## src/rtl/tsbc_pkg.sv

```systemverilog
// types, constants and register map of the station-stop brake controller
package tsbc_pkg;

    localparam int ADDR_W        = 5;
    localparam int DATA_W        = 32;
    localparam int RAD_W         = 40;
    localparam int LIM_W         = 12;
    localparam int SQRT_BITS_DEF = 32;

    localparam logic [2:0] REG_DECEL     = 3'd0;
    localparam logic [2:0] REG_SPEED_CAP = 3'd1;
    localparam logic [2:0] REG_DOOR      = 3'd2;
    localparam logic [2:0] REG_EMERG     = 3'd3;
    localparam logic [2:0] REG_MAX_SVC   = 3'd4;

    localparam logic [7:0]  RST_DECEL     = 8'd16;
    localparam logic [11:0] RST_SPEED_CAP = 12'd1600;
    localparam logic [11:0] RST_DOOR      = 12'd16;
    localparam logic [4:0]  RST_EMERG     = 5'd9;
    localparam logic [4:0]  RST_MAX_SVC   = 5'd8;

    // 0.85 as 871/1024
    localparam logic [9:0] LIM_GAIN = 10'd871;

    // x / 1000 as (x * ceil(2^30 / 1000)) >> 30, exact for 20-bit x
    localparam logic [20:0] MOD_RECIP = 21'd1073742;
    localparam int          MOD_SHIFT = 30;
    localparam logic [9:0]  MOD_DIV   = 10'd1000;

    localparam logic signed [12:0] NEAR_SPEED  = 13'sd80;
    localparam logic signed [12:0] CREEP_SPEED = 13'sd24;
    localparam logic [4:0]         HOLD_NOTCH  = 5'd4;

    typedef enum logic [1:0] {
        K_TICK,
        K_BEACON,
        K_EMERGENCY,
        K_CANCEL
    } t_kind;

    typedef enum logic [1:0] {
        S_IDLE,
        S_PREP,
        S_ROOT,
        S_APPLY
    } t_state;

    typedef struct packed {
        logic [7:0]  decel;
        logic [11:0] speed_cap;
        logic [11:0] stop_extra;
        logic [4:0]  emergency_notch;
        logic [4:0]  max_service_notch;
    } t_cfg;

    typedef struct packed {
        logic [4:0] notch;
        logic       armed;
        logic       active;
        logic       hold;
    } t_flags;

    typedef struct packed {
        t_kind              kind;
        logic signed [31:0] position;
        logic signed [12:0] speed;
        logic [4:0]         manual_brake;
        logic               stop_enabled;
        logic signed [3:0]  beacon_index;
        logic [19:0]        beacon_data;
        logic [2:0]         coin_bits;
    } t_item;

endpackage

```

## src/rtl/tsbc_if.sv

```systemverilog
// input and result channel interfaces
interface tsbc_in_if;
    logic               valid;
    logic               ready;
    tsbc_pkg::t_kind    kind;
    logic signed [31:0] position;
    logic signed [12:0] speed;
    logic [4:0]         manual_brake;
    logic               stop_enabled;
    logic signed [3:0]  beacon_index;
    logic [19:0]        beacon_data;
    logic [2:0]         coin_bits;

    modport source (
        output valid, kind, position, speed, manual_brake, stop_enabled,
               beacon_index, beacon_data, coin_bits,
        input  ready
    );
    modport sink (
        input  valid, kind, position, speed, manual_brake, stop_enabled,
               beacon_index, beacon_data, coin_bits,
        output ready
    );
endinterface

interface tsbc_out_if;
    logic       valid;
    logic       ready;
    logic [4:0] brake_notch;
    logic       control_armed;
    logic       braking_active;
    logic       stop_hold;

    modport source (
        output valid, brake_notch, control_armed, braking_active, stop_hold,
        input  ready
    );
    modport sink (
        input  valid, brake_notch, control_armed, braking_active, stop_hold,
        output ready
    );
endinterface

```

## src/rtl/tsbc_apb_regs.sv

```systemverilog
// apb configuration registers
module tsbc_apb_regs (
    input  logic                        i_clk,
    input  logic                        i_rst_n,
    input  logic                        psel,
    input  logic                        penable,
    input  logic                        pwrite,
    input  logic [tsbc_pkg::ADDR_W-1:0] paddr,
    input  logic [tsbc_pkg::DATA_W-1:0] pwdata,
    output logic [tsbc_pkg::DATA_W-1:0] prdata,
    output logic                        pready,
    output tsbc_pkg::t_cfg              o_cfg
);
    import tsbc_pkg::*;

    t_cfg       r_cfg;
    logic [2:0] w_idx;
    logic       w_wr;

    assign w_idx  = paddr[ADDR_W-1:2];
    assign w_wr   = psel && penable && pwrite;
    assign pready = 1'b1;
    assign o_cfg  = r_cfg;

    always_ff @(posedge i_clk) begin
        if (!i_rst_n) begin
            r_cfg.decel             <= RST_DECEL;
            r_cfg.speed_cap         <= RST_SPEED_CAP;
            r_cfg.stop_extra        <= RST_DOOR;
            r_cfg.emergency_notch   <= RST_EMERG;
            r_cfg.max_service_notch <= RST_MAX_SVC;
        end else if (w_wr) begin
            case (w_idx)
                REG_DECEL:     r_cfg.decel             <= pwdata[7:0];
                REG_SPEED_CAP: r_cfg.speed_cap         <= pwdata[11:0];
                REG_DOOR:      r_cfg.stop_extra        <= pwdata[11:0];
                REG_EMERG:     r_cfg.emergency_notch   <= pwdata[4:0];
                REG_MAX_SVC:   r_cfg.max_service_notch <= pwdata[4:0];
                default: begin
                end
            endcase
        end
    end

    always_comb begin
        case (w_idx)
            REG_DECEL:     prdata = DATA_W'(r_cfg.decel);
            REG_SPEED_CAP: prdata = DATA_W'(r_cfg.speed_cap);
            REG_DOOR:      prdata = DATA_W'(r_cfg.stop_extra);
            REG_EMERG:     prdata = DATA_W'(r_cfg.emergency_notch);
            REG_MAX_SVC:   prdata = DATA_W'(r_cfg.max_service_notch);
            default:       prdata = '0;
        endcase
    end

endmodule

```

## src/rtl/tsbc_isqrt.sv

```systemverilog
// iterative integer square root, one result bit per cycle
module tsbc_isqrt #(
    parameter int SQRT_BITS = tsbc_pkg::SQRT_BITS_DEF
) (
    input  logic                       i_clk,
    input  logic                       i_rst_n,
    input  logic                       i_start,
    input  logic [tsbc_pkg::RAD_W-1:0] i_radicand,
    output logic                       o_last,
    output logic [SQRT_BITS-1:0]       o_root
);
    import tsbc_pkg::*;

    localparam int RW    = 2 * SQRT_BITS;
    localparam int REM_W = SQRT_BITS + 2;
    localparam int CNT_W = $clog2(SQRT_BITS + 1);

    logic [RW-1:0]        r_rad;
    logic [REM_W-1:0]     r_rem;
    logic [SQRT_BITS-1:0] r_root;
    logic                 r_ovf;
    logic [CNT_W-1:0]     r_cnt;

    logic [RW-1:0]    w_rad_in;
    logic             w_ovf_in;
    logic [REM_W-1:0] w_rem_sh;
    logic [REM_W-1:0] w_trial;
    logic             w_ge;

    // fit the radicand; anything beyond 2*SQRT_BITS bits saturates the root
    generate
        if (RW > RAD_W) begin : g_wide
            assign w_rad_in = {{(RW - RAD_W){1'b0}}, i_radicand};
            assign w_ovf_in = 1'b0;
        end else if (RW == RAD_W) begin : g_equal
            assign w_rad_in = i_radicand;
            assign w_ovf_in = 1'b0;
        end else begin : g_narrow
            assign w_rad_in = i_radicand[RW-1:0];
            assign w_ovf_in = |i_radicand[RAD_W-1:RW];
        end
    endgenerate

    assign w_rem_sh = {r_rem[SQRT_BITS-1:0], r_rad[RW-1 -: 2]};
    assign w_trial  = {r_root, 2'b01};
    assign w_ge     = (w_rem_sh >= w_trial);
    assign o_last   = (r_cnt == CNT_W'(1));
    assign o_root   = r_ovf ? '1 : r_root;

    always_ff @(posedge i_clk) begin
        if (!i_rst_n) begin
            r_cnt <= '0;
        end else if (i_start) begin
            r_cnt <= CNT_W'(SQRT_BITS);
        end else if (r_cnt != '0) begin
            r_cnt <= r_cnt - CNT_W'(1);
        end
    end

    always_ff @(posedge i_clk) begin
        if (i_start) begin
            r_rad  <= w_rad_in;
            r_rem  <= '0;
            r_root <= '0;
            r_ovf  <= w_ovf_in;
        end else if (r_cnt != '0) begin
            r_rad  <= r_rad << 2;
            r_rem  <= w_ge ? (w_rem_sh - w_trial) : w_rem_sh;
            r_root <= {r_root[SQRT_BITS-2:0], w_ge};
        end
    end

endmodule

```

## src/rtl/tsbc_notch_step.sv

```systemverilog
// notch stepping, standstill hold and clamp for one tick
module tsbc_notch_step (
    input  tsbc_pkg::t_flags            i_flags,
    input  tsbc_pkg::t_cfg              i_cfg,
    input  logic [tsbc_pkg::LIM_W-1:0]  i_lim,
    input  logic signed [12:0]          i_speed,
    input  logic [4:0]                  i_manual,
    input  logic                        i_enabled,
    input  logic [2:0]                  i_coins,
    output tsbc_pkg::t_flags            o_flags
);
    import tsbc_pkg::*;

    function automatic logic coin_at(input logic [2:0] bits, input logic [1:0] pos);
        coin_at = (pos == 2'd3) ? 1'b0 : bits[pos];
    endfunction

    logic [21:0]        w_lim_mul;
    logic               w_brake;
    logic               w_lim_gt;
    logic               w_lim_lt;
    logic               w_near;
    logic               w_creep;
    logic               w_still;
    logic signed [6:0]  w_half;
    logic signed [13:0] w_lim_s;
    logic signed [13:0] w_spd_s;

    logic signed [6:0] n;
    logic [1:0]        cp;
    logic              coin;
    t_flags            f;

    assign w_lim_mul = 22'(i_lim) * 22'(LIM_GAIN);
    assign w_brake   = $signed({2'b00, w_lim_mul}) < $signed({i_speed[12], i_speed, 10'b0});
    assign w_lim_s   = $signed({2'b00, i_lim});
    assign w_spd_s   = $signed({i_speed[12], i_speed});
    assign w_lim_gt  = (w_lim_s > w_spd_s);
    assign w_lim_lt  = (w_lim_s < w_spd_s);
    assign w_near    = (i_speed > -NEAR_SPEED) && (i_speed < NEAR_SPEED);
    assign w_creep   = (i_speed > -CREEP_SPEED) && (i_speed < CREEP_SPEED);
    assign w_still   = (i_speed == 13'sd0);
    assign w_half    = $signed({3'b000, i_cfg.emergency_notch[4:1]});

    always_comb begin
        n    = $signed({2'b00, i_flags.notch});
        f    = i_flags;
        cp   = 2'd0;
        coin = 1'b0;
        if (i_enabled) begin
            if (f.armed) begin
                if (w_brake) begin
                    f.active = 1'b1;
                    if (w_lim_gt) begin
                        n = n + 7'sd1;
                    end else if (w_lim_lt) begin
                        coin = coin_at(i_coins, cp);
                        cp   = cp + 2'd1;
                        if (coin) n = n - 7'sd1;
                    end
                end else begin
                    coin = coin_at(i_coins, cp);
                    cp   = cp + 2'd1;
                    if (coin) n = n - 7'sd1;
                end
                if (w_near) begin
                    if (n > w_half) begin
                        coin = coin_at(i_coins, cp);
                        cp   = cp + 2'd1;
                        if (coin) n = n - 7'sd1;
                    end else if (n < w_half) begin
                        coin = coin_at(i_coins, cp);
                        cp   = cp + 2'd1;
                        if (coin) n = n + 7'sd1;
                    end
                    if (w_creep && n > 7'sd1) begin
                        coin = coin_at(i_coins, cp);
                        if (coin) n = n - 7'sd1;
                    end
                    if (w_still) f.hold = 1'b1;
                end
            end
            if (f.hold) begin
                f.armed  = 1'b0;
                f.active = 1'b0;
                n        = $signed({2'b00, HOLD_NOTCH});
                if (i_manual > HOLD_NOTCH) begin
                    n      = 7'sd0;
                    f.hold = 1'b0;
                end
            end
        end
        // clamp
        if (n < 7'sd0) begin
            n = 7'sd0;
        end else if (n >= $signed({2'b00, i_cfg.emergency_notch})) begin
            n = $signed({2'b00, i_cfg.max_service_notch});
        end
        f.notch = n[4:0];
    end

    assign o_flags = f;

endmodule

```

## src/rtl/train_stop_brake_controller_unit.sv

```systemverilog
// top level of the station-stop brake controller
// path: a tick that needs the limit root goes through S_PREP, S_ROOT and S_APPLY, the root
//   unit taking one result bit per cycle; every other item goes from S_PREP to S_APPLY
// throughput: one item at a time, the next accepted once the result is registered
// a stalled result holds the block before it updates state, but the input stays open in idle
// reset (synchronous): flags, notch and stop location cleared, registers to defaults
module train_stop_brake_controller_unit #(
    parameter int SQRT_BITS = tsbc_pkg::SQRT_BITS_DEF
) (
    input  logic                        i_clk,
    input  logic                        i_rst_n,
    tsbc_in_if.sink                     i_item,
    tsbc_out_if.source                  o_result,
    input  logic                        psel,
    input  logic                        penable,
    input  logic                        pwrite,
    input  logic [tsbc_pkg::ADDR_W-1:0] paddr,
    input  logic [tsbc_pkg::DATA_W-1:0] pwdata,
    output logic [tsbc_pkg::DATA_W-1:0] prdata,
    output logic                        pready
);
    import tsbc_pkg::*;

    t_state      r_state;
    t_state      n_state;
    t_item       r_item;
    t_flags      r_flags;
    logic [31:0] r_stop;
    logic        r_out_valid;
    logic        r_neg;
    logic [10:0] r_quot;

    t_cfg                 w_cfg;
    t_flags               w_tick_flags;
    logic                 w_accept;
    logic                 w_out_free;
    logic                 w_need_root;
    logic                 w_start;
    logic                 w_commit;
    logic                 w_last;
    logic [SQRT_BITS-1:0] w_root;
    logic [LIM_W-1:0]     w_lim;
    logic signed [32:0]   w_dist;
    logic [RAD_W-1:0]     w_radicand;
    logic [40:0]          w_prod;
    logic [19:0]          w_rem;
    logic [31:0]          w_stop_new;
    logic                 w_slot_ok;

    tsbc_apb_regs u_regs (
        .i_clk   (i_clk),
        .i_rst_n (i_rst_n),
        .psel    (psel),
        .penable (penable),
        .pwrite  (pwrite),
        .paddr   (paddr),
        .pwdata  (pwdata),
        .prdata  (prdata),
        .pready  (pready),
        .o_cfg   (w_cfg)
    );

    assign w_dist      = $signed({r_stop[31], r_stop})
                       - $signed({r_item.position[31], r_item.position});
    assign w_radicand  = RAD_W'(w_dist[31:0]) * RAD_W'(w_cfg.decel);
    assign w_need_root = (r_item.kind == K_TICK) && r_item.stop_enabled
                       && r_flags.armed && !w_dist[32];

    tsbc_isqrt #(
        .SQRT_BITS (SQRT_BITS)
    ) u_isqrt (
        .i_clk      (i_clk),
        .i_rst_n    (i_rst_n),
        .i_start    (w_start),
        .i_radicand (w_radicand),
        .o_last     (w_last),
        .o_root     (w_root)
    );

    assign w_lim = (r_neg || (w_root >= SQRT_BITS'(w_cfg.speed_cap)))
                 ? w_cfg.speed_cap : w_root[LIM_W-1:0];

    tsbc_notch_step u_step (
        .i_flags   (r_flags),
        .i_cfg     (w_cfg),
        .i_lim     (w_lim),
        .i_speed   (r_item.speed),
        .i_manual  (r_item.manual_brake),
        .i_enabled (r_item.stop_enabled),
        .i_coins   (r_item.coin_bits),
        .o_flags   (w_tick_flags)
    );

    // beacon distance: data mod 1000 through the reciprocal
    assign w_prod     = 41'(r_item.beacon_data) * 41'(MOD_RECIP);
    assign w_rem      = r_item.beacon_data - 20'(20'(r_quot) * 20'(MOD_DIV));
    assign w_stop_new = 32'(r_item.position) + 32'({w_rem[9:0], 4'b0000})
                      + 32'(w_cfg.stop_extra);
    assign w_slot_ok  = !r_item.beacon_index[3] && (r_item.beacon_index[2:0] <= 3'd4);

    assign w_accept   = i_item.valid && i_item.ready;
    assign w_out_free = !r_out_valid || o_result.ready;

    always_comb begin
        n_state      = r_state;
        w_start      = 1'b0;
        w_commit     = 1'b0;
        i_item.ready = 1'b0;
        case (r_state)
            S_IDLE: begin
                i_item.ready = 1'b1;
                if (w_accept) n_state = S_PREP;
            end
            S_PREP: begin
                if (w_need_root) begin
                    w_start = 1'b1;
                    n_state = S_ROOT;
                end else begin
                    n_state = S_APPLY;
                end
            end
            S_ROOT: begin
                if (w_last) n_state = S_APPLY;
            end
            S_APPLY: begin
                if (w_out_free) begin
                    w_commit = 1'b1;
                    n_state  = S_IDLE;
                end
            end
            default: n_state = S_IDLE;
        endcase
    end

    always_ff @(posedge i_clk) begin
        if (!i_rst_n) begin
            r_state <= S_IDLE;
        end else begin
            r_state <= n_state;
        end
    end

    always_ff @(posedge i_clk) begin
        if (!i_rst_n) begin
            r_out_valid <= 1'b0;
        end else if (w_commit) begin
            r_out_valid <= 1'b1;
        end else if (o_result.ready) begin
            r_out_valid <= 1'b0;
        end
    end

    always_ff @(posedge i_clk) begin
        if (!i_rst_n) begin
            r_flags <= '0;
            r_stop  <= '0;
        end else if (w_commit) begin
            case (r_item.kind)
                K_TICK: begin
                    r_flags <= w_tick_flags;
                end
                K_BEACON: begin
                    if (w_slot_ok) begin
                        r_flags.armed <= 1'b1;
                        r_stop        <= w_stop_new;
                    end
                end
                K_EMERGENCY: begin
                    r_flags <= '0;
                end
                K_CANCEL: begin
                    r_flags.armed  <= 1'b0;
                    r_flags.active <= 1'b0;
                    r_stop         <= '0;
                end
                default: begin
                end
            endcase
        end
    end

    always_ff @(posedge i_clk) begin
        if (w_accept) begin
            r_item.kind         <= i_item.kind;
            r_item.position     <= i_item.position;
            r_item.speed        <= i_item.speed;
            r_item.manual_brake <= i_item.manual_brake;
            r_item.stop_enabled <= i_item.stop_enabled;
            r_item.beacon_index <= i_item.beacon_index;
            r_item.beacon_data  <= i_item.beacon_data;
            r_item.coin_bits    <= i_item.coin_bits;
        end
        if (r_state == S_PREP) begin
            r_neg  <= w_dist[32];
            r_quot <= w_prod[MOD_SHIFT +: 11];
        end
    end

    assign o_result.valid          = r_out_valid;
    assign o_result.brake_notch    = r_flags.notch;
    assign o_result.control_armed  = r_flags.armed;
    assign o_result.braking_active = r_flags.active;
    assign o_result.stop_hold      = r_flags.hold;

endmodule

```

## src/flat_wrapper.sv

```systemverilog
// flat-port wrapper written by rule: the top's interface ports become plain ports
module train_stop_brake_controller_unit_flat import tsbc_pkg::*;
#(
    parameter int SQRT_BITS = tsbc_pkg::SQRT_BITS_DEF
)
  (i_clk, i_rst_n, psel, penable, pwrite, paddr, pwdata, prdata, pready, i_item_valid, i_item_kind, i_item_position, i_item_speed, i_item_manual_brake, i_item_stop_enabled, i_item_beacon_index, i_item_beacon_data, i_item_coin_bits, i_item_ready, o_result_valid, o_result_brake_notch, o_result_control_armed, o_result_braking_active, o_result_stop_hold, o_result_ready);
  tsbc_in_if i_item_i ();
  tsbc_out_if o_result_i ();
  input  logic i_clk;
  input  logic i_rst_n;
  input  logic psel;
  input  logic penable;
  input  logic pwrite;
  input  logic [tsbc_pkg::ADDR_W-1:0] paddr;
  input  logic [tsbc_pkg::DATA_W-1:0] pwdata;
  output logic [tsbc_pkg::DATA_W-1:0] prdata;
  output logic pready;
  input wire logic [$bits(i_item_i.valid)-1:0] i_item_valid;
  input wire logic [$bits(i_item_i.kind)-1:0] i_item_kind;
  input wire logic [$bits(i_item_i.position)-1:0] i_item_position;
  input wire logic [$bits(i_item_i.speed)-1:0] i_item_speed;
  input wire logic [$bits(i_item_i.manual_brake)-1:0] i_item_manual_brake;
  input wire logic [$bits(i_item_i.stop_enabled)-1:0] i_item_stop_enabled;
  input wire logic [$bits(i_item_i.beacon_index)-1:0] i_item_beacon_index;
  input wire logic [$bits(i_item_i.beacon_data)-1:0] i_item_beacon_data;
  input wire logic [$bits(i_item_i.coin_bits)-1:0] i_item_coin_bits;
  output wire logic [$bits(i_item_i.ready)-1:0] i_item_ready;
  output wire logic [$bits(o_result_i.valid)-1:0] o_result_valid;
  output wire logic [$bits(o_result_i.brake_notch)-1:0] o_result_brake_notch;
  output wire logic [$bits(o_result_i.control_armed)-1:0] o_result_control_armed;
  output wire logic [$bits(o_result_i.braking_active)-1:0] o_result_braking_active;
  output wire logic [$bits(o_result_i.stop_hold)-1:0] o_result_stop_hold;
  input wire logic [$bits(o_result_i.ready)-1:0] o_result_ready;
  assign i_item_i.valid = i_item_valid;
  assign i_item_i.kind = i_item_kind;
  assign i_item_i.position = i_item_position;
  assign i_item_i.speed = i_item_speed;
  assign i_item_i.manual_brake = i_item_manual_brake;
  assign i_item_i.stop_enabled = i_item_stop_enabled;
  assign i_item_i.beacon_index = i_item_beacon_index;
  assign i_item_i.beacon_data = i_item_beacon_data;
  assign i_item_i.coin_bits = i_item_coin_bits;
  assign i_item_ready = i_item_i.ready;
  assign o_result_valid = o_result_i.valid;
  assign o_result_brake_notch = o_result_i.brake_notch;
  assign o_result_control_armed = o_result_i.control_armed;
  assign o_result_braking_active = o_result_i.braking_active;
  assign o_result_stop_hold = o_result_i.stop_hold;
  assign o_result_i.ready = o_result_ready;
  train_stop_brake_controller_unit #(.SQRT_BITS(SQRT_BITS)) u_core (.i_clk(i_clk), .i_rst_n(i_rst_n), .i_item(i_item_i), .o_result(o_result_i), .psel(psel), .penable(penable), .pwrite(pwrite), .paddr(paddr), .pwdata(pwdata), .prdata(prdata), .pready(pready));
endmodule
```

## config.mk

```make
export PLATFORM = sky130hd
export DESIGN_NAME = train_stop_brake_controller_unit_flat
export DESIGN_NICKNAME = d
export VERILOG_FILES = /design/src/rtl/tsbc_pkg.sv /design/src/rtl/tsbc_if.sv /design/src/rtl/tsbc_apb_regs.sv /design/src/rtl/tsbc_isqrt.sv /design/src/rtl/tsbc_notch_step.sv /design/src/rtl/train_stop_brake_controller_unit.sv /design/src/flat_wrapper.sv
export SDC_FILE = /design/constraint.sdc
export NUM_CORES = 2
export LEC_CHECK = 0
export ABC_AREA = 0
export BUFFER_PORTS_ARGS = -buffer_cell sky130_fd_sc_hd__buf_2
export CORE_UTILIZATION = 30
export CTS_BUF_LIST = sky130_fd_sc_hd__clkbuf_4
export DETAILED_ROUTE_END_ITERATION = 12
export GPL_TIMING_DRIVEN = 0
export PLACE_DENSITY = 0.56
export SLEW_MARGIN = 25
export SYNTH_ARGS = -nofsm -noshare
export SYNTH_HDL_FRONTEND = slang
export SYNTH_SLANG_ARGS = --single-unit
export TNS_END_PERCENT = 5
```

## constraint.sdc

```tcl
create_clock -name i_clk -period 13.7 [get_ports i_clk]
set_input_delay 2.74 -clock i_clk [delete_from_list [all_inputs] [get_ports i_clk]]
set_output_delay 2.74 -clock i_clk [all_outputs]
set_load 0.05 [all_outputs]
```

==> impl_metrics.ini <==
[global_route]
met3_usage_pct = 2.48
grt_pass1_wl_mm = 148
antenna_found_initial = 13
use_met1_pct = 22.6
grt_max_degree = 49
top_usage_layer = met2
use_met2_pct = 26.8
grtUsageTotal_pct = 16.5
grt_pass1_vias = 27200
overflow = 0

[timing]
hold_violations = 0
tightest_slew_ns = 0.902
finClkSkew_ns = 0.135
maxSlewHeadroom_pct = 39.9
fmax_ghz = 0.0718
min_period_ns = 13.93
layout_setup_ws_ns = -0.231
slew_violations = 0
period_share_pct = 102
grt_setup_unrepaired = yes
setup_viol = 5

[worst_setup_path]
rr_endpoint = u_core.o_result.brake_notch[1]
critPathKind = reg2reg
crit_buf_inv = 13
cp-start-kind = register
crit_required_ns = 14.46
critPathCaptureType = register
crit_family = compound AO/OA/AOI/OAI gates
cp_slowest_cell = fa_1
rrSetupSlack_ns = -0.23
crit_arrival_ns = 14.70
reg2regPathDepth = 75
rr_startpoint = u_core.u_regs.o_cfg[33]
crit_top_cell = a21oi_2
crit_fanout = 8
critical_path.max_stage_delay_ns = 0.49

[min_path]
min_to = u_core.u_isqrt.r_rad[44]
hold_class = reg2reg
min_path_cells = 2
min_from = u_core.u_isqrt.r_rad[42]

[drt]
vias_per_cell = 4.77
wire_per_inst_um = 16.4
drc = 0
postRouteAntennaNets = 0
vias = 27200
wl_mm = 93.5
drt_iter0_markers = 1643
first_pass_iters = 5

[clock_tree]
clock_path_buffers = 3
ctsRootBufferMaster = clkbuf_4
cts_num_sinks = 307
clock_latency_ns = 0.97
cts_inserted_buffers = 90
cts_hold_buffers = 0
path_clk_slew_ns = 0.07
cts-htree-levels = 3
cts_tree = yes

[placed_design]
hpwl_mm = 74.0
routabilityCongestion = 0.917
dp_slack_ns = -2.13
dp.cells = 5426
port_buffers = 121
dpl_cell_area_mm2 = 0.0366

[floorplan]
core_mm2 = 0.111
die_area_mm2 = 0.114
fp.dieW_um = 338
die_y_um = 338
core.rowCount = 122
start_util_pct = 30.4
num_io_pins = 167

[synth]
synth_top_area_share_pct = 18.7
synth.avg_cell_area_um2 = 8.92
ys_ff_latch = 307
yosys.area.top_type = fa_1
ys_warn_count = 0
synth_edf_count = 128
ys_types = 105
synthCells = 3795
netlist_top_cells_area = fa_1 (19%), ha_1 (17%), edfxtp_1 (11%)
synth_ff_type = dfxtp_1
ys_async_sr_fraction_pct = 0
synth-seq-area-share_pct = 21.9
synth_area_mm2 = 0.0338

[final_layout]
area.growth.synth_to_final_pct = 16.2
drive_gt1_share_pct = 13.5
stdcell_count = 5696
n_fill_cell = 11500
nNetsFinal = 5015
final_util_pct = 35.3
fin_area_mm2 = 0.0393

[flow_run]
max_cap_viol_count = 0

[run_status]
violations = setup timing
outcome = finished with violations
-- registers in the layout, indices dropped and copies added, names as in the netlist --
signal and flops:
u_core.o_result.braking_active 1, u_core.u_regs.o_cfg 42, u_core.o_result.valid 1, u_core.r_quot 7
u_core.r_state 2, u_core.r_item 80, u_core.o_result.stop_hold 1, u_core.u_isqrt.r_cnt 6
u_core.u_isqrt.r_rad 64, u_core.u_isqrt.r_root 32, u_core.o_result.brake_notch 5, u_core.o_result.control_armed 1
u_core.r_neg 1, u_core.r_stop 32, u_core.u_isqrt.r_rem 32
-- synth_stat cells (6+ instances only) --
master	instances
a2111oi_0	7
o31ai_1	12
nor3_1	69
buf_4	22
inv_1	575
o21ai_1	8
a21boi_0	41
dfxtp_1	179
a211o_1	7
nand4_1	27
nand4b_1	6
clkbuf_1	102
nand3_1	68
ha_1	447
o22ai_1	8
a21o_1	72
nor2b_1	60
or3_1	11
o21bai_1	11
xor2_1	53
o21a_1	23
a211oi_1	38
a31oi_1	11
or2_2	7
nand2_1	477
xnor2_1	113
nor3b_1	6
o21ai_0	143
nor2_1	164
a21oi_1	198
o2111ai_1	9
nor4_1	14
a22oi_1	16
fa_1	316
and2_1	136
nand2b_1	28
edfxtp_1	128
o211ai_1	11
and3_1	23
mux2i_1	27
-- placed cells by master (no fill, tap or decap), types with 25 or more instances in the layout --
master / Yosys / routed
inv_1: 575 / 558
nand2_1: 477 / 472
ha_1: 447 / 424
fa_1: 316 / 316
a21oi_1: 198 / 184
dfxtp_1: 179 / 166
nor2_1: 164 / 155
and2_1: 136 / 134
o21ai_0: 143 / 131
clkbuf_4: 0 / 128
edfxtp_1: 128 / 128
buf_2: 5 / 125
xnor2_1: 113 / 108
buf_4: 22 / 106
clkbuf_1: 102 / 101
a21o_1: 72 / 69
nor3_1: 69 / 69
nand3_1: 68 / 67
nor2b_1: 60 / 59
xor2_1: 53 / 52
a21boi_0: 41 / 41
a211oi_1: 38 / 35
nand2b_1: 28 / 27
nand4_1: 27 / 27
mux2i_1: 27 / 27
clkinv_1: 0 / 25
-- tightest hold or removal path, stage by stage (launching register included) --
cell and delay, ns:
dfxtp_1 0.31, nand2_1 0.05, a21oi_1 0.05
-- metrics by stage --
step / hold WS (ns) / setup TNS (ns)
floorplan: 0.432 / 0
global placement: 0.440 / -10.32
detailed placement: 0.446 / -10.43
CTS: 0.349 / -0.157
global route: 0.357 / -4.70
finish: 0.358 / -0.786
-- layout make-up --
| class | instances | area [µm²] | share of cell area (%) |
|---|---|---|---|
| Buffer | 137 | 672 | 1.71 |
| Sequential cell | 307 | 7460 | 19.0 |
| Multi-Input combinational cell | 2793 | 24500 | 62.3 |
| Tap cell | 1488 | 1860 | 4.74 |
| Timing Repair Buffer | 222 | 1490 | 3.80 |
| Clock inverter | 36 | 188 | 0.477 |
| Inverter | 577 | 2180 | 5.55 |
| Clock buffer | 128 | 961 | 2.44 |
| Antenna cell | 8 | 20.0 | 0.0509 |
-- what timing repair did --
action                                  in CTS  in global routing
pin swaps                                   90                 25
gates cloned                                 2                  0
gates resized for setup                    150                 16
buffers inserted                            86                 10
endpoints found under the setup margin       5                  5
-- worst max path at each step --
stage,from,to,slack [ns],cells past startpoint
2_1_floorplan,u_core.u_isqrt.r_root[0],u_core.o_result.brake_notch[1],0.02,76
3_3_place_gp,u_core.u_isqrt.r_root[0],u_core.o_result.brake_notch[1],-2.10,72
3_5_place_dp,u_core.u_isqrt.r_root[0],u_core.o_result.brake_notch[1],-2.13,72
4_1_cts,u_core.u_regs.o_cfg[29],u_core.o_result.brake_notch[1],-0.1,75
5_1_grt,u_core.u_regs.o_cfg[33],u_core.o_result.brake_notch[1],-1.01,77
6_report,u_core.u_regs.o_cfg[33],u_core.o_result.brake_notch[1],-0.23,75
-- cells by family after synthesis --
logic type                 share of synthesized area [%]
AOI/OAI and AO/OA                                   13.1
other                                             0.0222
adders and majority gates                           35.2
and+or+nand+nor                                     16.1
buffers and inverters                               8.26
xor gates and xnor gates                            4.30
muxes                                               1.08
DFF                                                 21.9
-- metal layers --
| layer | vias to the layer above | part of all wire [%] |
|---|---|---|
| li1 | 13300 | - |
| met1 | 13100 | 46 |
| met2 | 637 | 46 |
| met3 | 135 | 5.6 |
| met5 | - | 0.053 |
| met4 | 8 | 2.5 |
Power is left out: the tool's default activity adds up to more than one toggle a clock period on the data nets, which glitch-free logic cannot reach.
